**config.mk**
```make
export PLATFORM = sky130hd
export DESIGN_NAME = rotating_channel_router
export DESIGN_NICKNAME = d
export VERILOG_FILES = /design/src/rcr_pkg.sv /design/src/rotating_channel_router.sv
export SDC_FILE = /design/constraint.sdc
export NUM_CORES = 1
export LEC_CHECK = 0
export BUFFER_PORTS_ARGS = -buffer_cell sky130_fd_sc_hd__buf_2
export CORE_MARGIN = 3
export CORE_UTILIZATION = 41
export DETAILED_ROUTE_END_ITERATION = 8
export GPL_TIMING_DRIVEN = 0
export PLACE_DENSITY_LB_ADDON = 0.2
export SYNTH_ARGS = -nofsm -noshare
export SYNTH_HDL_FRONTEND = slang
export SYNTH_SLANG_ARGS = --single-unit
```
**constraint.sdc**
```tcl
create_clock -name clk -period 10.21 [get_ports clk]
set_input_delay 2.5525 -clock clk [delete_from_list [all_inputs] [get_ports clk]]
set_output_delay 2.5525 -clock clk [all_outputs]
set_load 0.05 [all_outputs]
```
**src/rcr_pkg.sv**
```systemverilog
// shared types and constants for the rotating channel router
// frame request and result structs, register indexes, widths
// no dependencies
package rcr_pkg;

	localparam int SAMPLE_WIDTH   = 16;
	localparam int CONTROL_DIVIDE = 5;
	localparam int NUM_CH         = 8;
	localparam int CH_W           = 3;
	localparam int TICK_W         = $clog2(CONTROL_DIVIDE + 1);
	localparam int CFG_IDX_W      = 1;
	localparam int CFG_DATA_W     = 3;

	localparam logic [CFG_IDX_W-1:0] REG_ACTIVE_ROUTES = 1'd0;
	localparam logic [CFG_IDX_W-1:0] REG_INACTIVE_PASS = 1'd1;

	localparam logic [CH_W-1:0] LAST_RESET = 3'd7;

	typedef struct packed {
		logic signed [SAMPLE_WIDTH-1:0] sample0;
		logic signed [SAMPLE_WIDTH-1:0] sample1;
		logic signed [SAMPLE_WIDTH-1:0] sample2;
		logic signed [SAMPLE_WIDTH-1:0] sample3;
		logic signed [SAMPLE_WIDTH-1:0] sample4;
		logic signed [SAMPLE_WIDTH-1:0] sample5;
		logic signed [SAMPLE_WIDTH-1:0] sample6;
		logic signed [SAMPLE_WIDTH-1:0] sample7;
		logic                           gate_up;
		logic                           gate_down;
		logic                           gate_reset;
		logic [NUM_CH-1:0]              connected_mask;
	} rcr_req_t;

	typedef struct packed {
		logic signed [SAMPLE_WIDTH-1:0] out0;
		logic signed [SAMPLE_WIDTH-1:0] out1;
		logic signed [SAMPLE_WIDTH-1:0] out2;
		logic signed [SAMPLE_WIDTH-1:0] out3;
		logic signed [SAMPLE_WIDTH-1:0] out4;
		logic signed [SAMPLE_WIDTH-1:0] out5;
		logic signed [SAMPLE_WIDTH-1:0] out6;
		logic signed [SAMPLE_WIDTH-1:0] out7;
		logic [CH_W-1:0]                rotation;
		logic [CH_W-1:0]                last_active;
	} rcr_rsp_t;

endpackage

```
**src/rotating_channel_router.sv**
```systemverilog
// eight-channel rotating crossbar: input register, routing and offset update, result register
// depends on rcr_pkg
// a request passes through the input register, then the result register
// throughput: one request per cycle unless out_stall holds a valid result; the offset and
// last-index update is one pass of logic between the input register and the result register
// reset: offset 0, last index 7, tick counter 0, gate history low, config registers 0
module rotating_channel_router
	import rcr_pkg::*;
(
	input  logic                  clk,
	input  logic                  arst_n,
	input  logic                  cfg_we,
	input  logic [CFG_IDX_W-1:0]  cfg_index,
	input  logic [CFG_DATA_W-1:0] cfg_data,
	input  logic                  in_valid,
	output logic                  in_stall,
	input  rcr_req_t              in_data,
	output logic                  out_valid,
	input  logic                  out_stall,
	output rcr_rsp_t              out_data
);

	logic [CH_W-1:0]   active_routes_q;
	logic              inactive_pass_q;
	logic [CH_W-1:0]   offset_q;
	logic [CH_W-1:0]   last_q;
	logic [TICK_W-1:0] tick_q;
	logic [2:0]        prev_gates_q;

	logic     valid_s1;
	rcr_req_t req_s1;
	logic     out_valid_q;
	rcr_rsp_t out_data_q;

	logic adv;
	logic tick;
	logic [CH_W-1:0] auto_last;
	logic [CH_W-1:0] last_tick;
	logic [CH_W-1:0] last_new;
	logic [2:0]      gates;
	logic [2:0]      rise;
	logic [CH_W-1:0] off1;
	logic [CH_W-1:0] off2;
	logic [CH_W-1:0] off3;
	logic [CH_W-1:0] off_tick;
	logic [CH_W-1:0] offset_new;
	logic [2:0]      prev_new;
	logic [TICK_W-1:0] tick_new;
	logic [SAMPLE_WIDTH-1:0] smp [NUM_CH];
	logic [SAMPLE_WIDTH-1:0] routed [NUM_CH];
	rcr_rsp_t rsp;

	assign adv      = valid_s1 && (!out_valid_q || !out_stall);
	assign in_stall = valid_s1 && !adv;
	assign out_valid = out_valid_q;
	assign out_data  = out_data_q;

	// config writes
	always_ff @(posedge clk or negedge arst_n) begin
		if (!arst_n) begin
			active_routes_q <= '0;
			inactive_pass_q <= 1'b0;
		end else if (cfg_we) begin
			case (cfg_index)
				REG_ACTIVE_ROUTES: active_routes_q <= cfg_data[CH_W-1:0];
				REG_INACTIVE_PASS: inactive_pass_q <= cfg_data[0];
				default: ;
			endcase
		end
	end

	// input register
	always_ff @(posedge clk or negedge arst_n) begin
		if (!arst_n) begin
			valid_s1 <= 1'b0;
		end else if (!in_stall) begin
			valid_s1 <= in_valid;
		end
	end

	always_ff @(posedge clk) begin
		if (in_valid && !in_stall) begin
			req_s1 <= in_data;
		end
	end

	// control tick and offset update
	always_comb begin
		auto_last = '0;
		for (int k = 0; k < NUM_CH; k++) begin
			if (req_s1.connected_mask[k]) begin
				auto_last = CH_W'(k);
			end
		end
		tick      = (tick_q == TICK_W'(CONTROL_DIVIDE - 1));
		tick_new  = tick ? '0 : tick_q + TICK_W'(1);
		last_tick = (active_routes_q != '0) ? active_routes_q : auto_last;
		last_new  = tick ? last_tick : last_q;

		gates = {req_s1.gate_reset, req_s1.gate_down, req_s1.gate_up};
		rise  = gates & ~prev_gates_q;
		prev_new = tick ? gates : prev_gates_q;

		off1 = offset_q;
		if (rise[0]) begin
			off1 = (offset_q == '0) ? last_tick : offset_q - CH_W'(1);
		end
		off2 = off1;
		if (rise[1]) begin
			off2 = (off1 >= last_tick) ? '0 : off1 + CH_W'(1);
		end
		off3 = rise[2] ? '0 : off2;
		off_tick   = tick ? off3 : offset_q;
		offset_new = (off_tick > last_new) ? last_new : off_tick;
	end

	// routing
	always_comb begin
		smp[0] = req_s1.sample0;
		smp[1] = req_s1.sample1;
		smp[2] = req_s1.sample2;
		smp[3] = req_s1.sample3;
		smp[4] = req_s1.sample4;
		smp[5] = req_s1.sample5;
		smp[6] = req_s1.sample6;
		smp[7] = req_s1.sample7;
		for (int j = 0; j < NUM_CH; j++) begin
			if (CH_W'(j) > last_new) begin
				routed[j] = inactive_pass_q ? smp[j] : '0;
			end else if (CH_W'(j) >= offset_new) begin
				routed[j] = smp[CH_W'(j) - offset_new];
			end else begin
				routed[j] = smp[CH_W'(j) + last_new + CH_W'(1) - offset_new];
			end
		end
		rsp.out0        = routed[0];
		rsp.out1        = routed[1];
		rsp.out2        = routed[2];
		rsp.out3        = routed[3];
		rsp.out4        = routed[4];
		rsp.out5        = routed[5];
		rsp.out6        = routed[6];
		rsp.out7        = routed[7];
		rsp.rotation    = offset_new;
		rsp.last_active = last_new;
	end

	// state registers
	always_ff @(posedge clk or negedge arst_n) begin
		if (!arst_n) begin
			offset_q     <= '0;
			last_q       <= LAST_RESET;
			tick_q       <= '0;
			prev_gates_q <= '0;
		end else if (adv) begin
			offset_q     <= offset_new;
			last_q       <= last_new;
			tick_q       <= tick_new;
			prev_gates_q <= prev_new;
		end
	end

	// result register
	always_ff @(posedge clk or negedge arst_n) begin
		if (!arst_n) begin
			out_valid_q <= 1'b0;
		end else if (!out_valid_q || !out_stall) begin
			out_valid_q <= valid_s1;
		end
	end

	always_ff @(posedge clk) begin
		if (adv) begin
			out_data_q <= rsp;
		end
	end

	a_offset_in_range: assert property (@(posedge clk) disable iff (!arst_n)
		offset_q <= last_q)
		else $error("offset beyond last active index");

	a_rotation_in_range: assert property (@(posedge clk) disable iff (!arst_n)
		out_valid_q |-> out_data_q.rotation <= out_data_q.last_active)
		else $error("result rotation beyond last active index");

	a_tick_range: assert property (@(posedge clk) disable iff (!arst_n)
		tick_q < TICK_W'(CONTROL_DIVIDE))
		else $error("tick counter out of range");

	a_hold_s1: assert property (@(posedge clk) disable iff (!arst_n)
		valid_s1 && !adv |=> valid_s1 && $stable(req_s1))
		else $error("input stage lost a request");

endmodule

```
After elaboration in Yosys (flattened, before gate mapping)
Index checks and enable logic that the tools add are counted.

Mux-type cells: 89. $lt $le $gt $ge: 34. Reductions and logical operators: 13. Eq/ne operators: 1. $add $sub $neg: 33. Bitwise gates (word level): 19.

Operators with widths (count): 16-bit 2-to-1 mux (56); 16-bit binary-select mux with 3-bit select (16); 4-bit greater-or-equal comparator (second input constant) (16); 3-bit NOT with 4-bit output (16); 3-bit 2-to-1 mux (16); 3-bit by 1-bit adder with 3-bit output (second input constant) (9); 3-bit subtractor (8); 3-bit adder (first input constant) (4); 3-bit greater-or-equal comparator (first input constant) (4); 3-bit greater-than comparator (first input constant) (4); 3-bit subtractor (first input constant) (4); 2-bit by 3-bit adder with 3-bit output (first input constant) (2); 1-bit by 3-bit greater-or-equal comparator with 1-bit output (first input constant) (2); 2-bit by 3-bit greater-or-equal comparator with 1-bit output (first input constant) (2); 1-bit by 3-bit greater-than comparator with 1-bit output (first input constant) (2); 2-bit by 3-bit greater-than comparator with 1-bit output (first input constant) (2); 2-bit AND reduction (3); 1-bit by 3-bit subtractor with 3-bit output (first input constant) (2); 2-bit by 3-bit subtractor with 3-bit output (first input constant) (2); 1-bit logical NOT (4); 1-bit by 3-bit adder with 3-bit output (first input constant) (1); 3-bit AND (1); 3-bit equality test (second input constant) (1); 3-bit greater-or-equal comparator (1); other kinds (9) (11).

Bits of input ports: 148. Flip-flop bits (word level): 291. Word-level logic and storage cells: 219. Output and inout bits: 136.

Longest topological paths before layout
Depth after elaboration: 24. Mapped depth: 31. Gate-level depth less buffers: 28.

Least setup slack after synthesis
No wires, ideal clock.

Path type: reg-to-reg. Start point: register req_s1[7] (netlist bit). End point: register out_data_q, in the netlist out_data[102], data pin. Period minus slack after synthesis: 7.867 ns. Required time: 9.949 ns. Path slack: 2.343 ns. Setup time: 0.261 ns. Buffers on the path: 6. Data arrival time: 7.606 ns. Stages on the path, launching flop included: 26. Path through: edfxtp_1 or4_1 a211o_1 and2_1 ha_1 a221o_1 o2111ai_1 nand3_2 inv_1 ha_1 and3b_1 o21ai_0 mux2i_1 o22a_1 o211a_1 buf_2 buf_1 buf_1 inv_1 ha_1 clkbuf_1 buf_1 clkbuf_1 mux4_2 mux2_2 a221o_1.

RTL lines: start, declared (line rotating_channel_router.sv:31) `rcr_req_t req_s1;`; start signal, assigned (line rotating_channel_router.sv:83) `req_s1 <= in_data;`; end signal, assigned (line rotating_channel_router.sv:174) `out_data_q <= rsp;`; end, declared (line rotating_channel_router.sv:33) `rcr_rsp_t out_data_q;`.

==> out/summary.txt <==
==================================================================================================
Crit-path slowest cell .............................................................. sky130_fd_sc_hd__clkdlybuf4s15_2
Critical Path Start Type ............................................................    flip-flop
Pre-CTS setup slack .................................................................    -0.578 ns
Initial core utilization ............................................................        0.415
Number of rows in the core area .....................................................           84
Cell type contributing the most total cell area after synthesis ..................... sky130_fd_sc_hd__edfxtp_1
Top cell type's share of synthesized area ...........................................        0.373
Family of cells with the greatest summed delay on the critical path ................. buffers and inverters
Deepest level of the CTS H-tree .....................................................            1
Width of the die ....................................................................       237 µm
Final non-filler cell area ..........................................................    25300 µm²
Diode insertion count for antenna repair ............................................            0
Drt first-iter violations ...........................................................         2183
Placeable core region ...............................................................    52700 µm²
Pin count of the biggest net entering global routing ................................           76
Number of enable flip-flop cells after synthesis ....................................          272
Total Die Area ......................................................................    56100 µm²
Slew margin rel. ....................................................................       0.0931
Final standard cell count with taps included and fillers excluded ...................         2727
Max Slew Vio Count ..................................................................            0
Total clock sinks ...................................................................          290
Count of nets left with antenna violations after detail routing .....................            0
All-Layer GR Usage ..................................................................        0.287
Setup repair after global routing missed its margin .................................           no
Clock transition time at the flip-flop clock pins of the worst setup and hold paths .      0.06 ns
Post_cts resized ....................................................................            2
Crit end category ...................................................................    flip-flop
Post-synth net total ................................................................         1885
Category of the most critical setup path ............................................ flip-flop to flip-flop
I/O pins ............................................................................          284
Buffer levels on the longest clock path .............................................            3
Met2 demand-to-capacity share in global routing .....................................        0.446
Number of distinct library cells after synthesis ....................................           64
Max-cap check violation count .......................................................            0
Count of mapped cells out of synthesis ..............................................         1700
Initial antenna violation count .....................................................            1
GR met3 Demand/Resource .............................................................       0.0568
Final Hold Violating Endpoints ......................................................            0
Global-route met1 utilization .......................................................        0.407
Root buffer cell .................................................................... sky130_fd_sc_hd__clkbuf_16
Total via count after detailed routing ..............................................        17800
Clock tree from TritonCTS ...........................................................          yes
Final worst setup slack .............................................................     0.771 ns
First-pass GRT wire length ..........................................................       121 mm
Synthesis warning total .............................................................            0
Postcts setup bufs ..................................................................            0
Register cell area after layout .....................................................     8620 µm²
Clock latency on the worst-skew pair ................................................      0.59 ns
Netlist Area Pre-Place ..............................................................    21900 µm²
Layout cell share with drive strength beyond 1 ......................................        0.300
Time the worst path needs with I/O delays and setup .................................      9.44 ns
Average size of a mapped cell .......................................................     12.9 µm²
Slew of the pin with the lowest slew margin .........................................      1.35 ns
Worst endpoint required time ........................................................     10.46 ns
Remaining global-route overflow .....................................................            0
Top flip-flop cell by instance count after synthesis ................................ sky130_fd_sc_hd__edfxtp_1
Hold_buf cts ........................................................................            0
Stage delay of the slowest cell on the critical path ................................      0.65 ns
Final Setup Violations ..............................................................            0
Placer Congestion ...................................................................        0.933
Arrival @ worst endpoint ............................................................      9.69 ns
Cell with the most instances on the worst path ...................................... sky130_fd_sc_hd__ha_1
Most instantiated library cell after synthesis ...................................... sky130_fd_sc_hd__mux2i_1
DR pass1 iterations .................................................................            9
Count of buffering cells on the critical path with inverters included ...............            8
# port buffers ......................................................................          282
Final worst clock skew ..............................................................    0.0187 ns
Async SR Flop Fraction ..............................................................       0.0621
Worst hold path type ................................................................ flip-flop to flip-flop
Detail-routed via count per cell ....................................................         6.52
Outcome ............................................................................. complete, no violations
Cell types occupying the most area after synthesis .................................. sky130_fd_sc_hd__edfxtp_1 37%, sky130_fd_sc_hd__mux4_2 20%, sky130_fd_sc_hd__mux2i_1 16%
Layer carrying the most global-route usage ..........................................         met2
CTS Buf Count .......................................................................           30
Detailed placer's ending HPWL .......................................................      64.7 mm
Worst Path Max Fanout ...............................................................           19
Period utilisation layout ...........................................................        0.924
Fill cell count .....................................................................         4697
Max Freq ............................................................................      106 MHz
Number of global-route vias before repair ...........................................        18000
Top cells by count, synth ........................................................... 348 x sky130_fd_sc_hd__mux2i_1, 272 x sky130_fd_sc_hd__edfxtp_1, 196 x sky130_fd_sc_hd__mux4_2
Sequential share of the synthesized area ............................................        0.394
Multi-input logic area ..............................................................    12600 µm²
Total cell area at the placement stage ..............................................    24200 µm²
Residual DRC ........................................................................            0
Layout net count ....................................................................         2201
Area growth from synthesis to layout ................................................        15.8%
Vertical die dimension ..............................................................       237 µm
Inst Count DP .......................................................................         2673
Utilization after layout ............................................................        0.481
WL/cell .............................................................................      30.1 µm
Final wirelength ....................................................................      82.2 mm
Post-synthesis register bit count ...................................................          290
==================================================================================================
## tightest hold or removal path: cells and delay by family, from the launching register on
kind,cells,cell delay (ns)
compound gates,1,0.07
flops,1,0.38
simple gates,1,0.04
## through the flow
stage                     setup TNS, ns  hold slack (ns)
after floorplan                       0            0.457
after global placement           -24.70            0.474
after detailed placement         -24.14            0.485
after CTS                             0            0.498
after global routing                  0            0.511
final                                 0            0.493
## cell usage in the layout, fill, tap and decap left out, types with 35 or more instances in the layout
master                     instances
sky130_fd_sc_hd__o21ai_0          41
sky130_fd_sc_hd__nand2_1         193
sky130_fd_sc_hd__mux2i_1         348
sky130_fd_sc_hd__ha_1             35
sky130_fd_sc_hd__clkbuf_1         89
sky130_fd_sc_hd__mux4_2          196
sky130_fd_sc_hd__a21oi_1          85
sky130_fd_sc_hd__buf_2           294
sky130_fd_sc_hd__edfxtp_1        272
sky130_fd_sc_hd__mux2_2           40
## cell type report
| cell class | count | area share |
|---|---|---|
| clock inverters | 23 | 0.0115 |
| repair buffers | 285 | 0.0590 |
| inverters | 28 | 0.00435 |
| flip-flops and latches | 290 | 0.341 |
| clock buffers | 32 | 0.0308 |
| well taps | 688 | 0.0340 |
| plain buffers | 138 | 0.0218 |
| multi-input cells | 1243 | 0.498 |
## flip-flops by register name, summed over array words and instances (netlist names)
signal and flops:
inactive_pass_q 1, out_data 134, req_s1 135, active_routes_q 3, prev_gates_q 3, offset_q 3, gates 3, last_q 3
valid_s1 1, tick_q 3, out_valid 1
## final timing paths
path | to | cells past startpoint | startpoint | slack [ns]
worst max-delay path | out_data[133] | 27 | offset_q[0] | 0.77
worst min-delay path | last_q[0] | 2 | last_q[0] | 0.49
worst max register to register | out_data[133] | 27 | offset_q[0] | 0.77
worst min register to register | last_q[0] | 2 | last_q[0] | 0.49
max in group asynchronous | last_q[2] | 1 | arst_n | 7.94
min in group asynchronous | prev_gates_q[1] | 1 | arst_n | 1.90
## layer usage
layer	vias up	part of all wire	wire (µm)
li1	7589	-	-
met1	8833	0.41	33600
met4	2	0.033	2750
met3	157	0.11	8850
met2	1187	0.45	37000
met5	-	0.00016	13
## cells by family after synthesis
| family | after synthesis | share of synthesized area |
|---|---|---|
| muxes | 585 | 0.383 |
| xor gates and xnor gates | 12 | 0.00853 |
| AOI/OAI and AO/OA | 351 | 0.114 |
| adders and majority gates | 37 | 0.0219 |
| and+or+nand+nor | 258 | 0.0489 |
| buffers and inverters | 167 | 0.0295 |
| DFF | 290 | 0.394 |
Power is left out: the tool's default activity adds up to more than one toggle a clock period on the data nets, which glitch-free logic cannot reach.
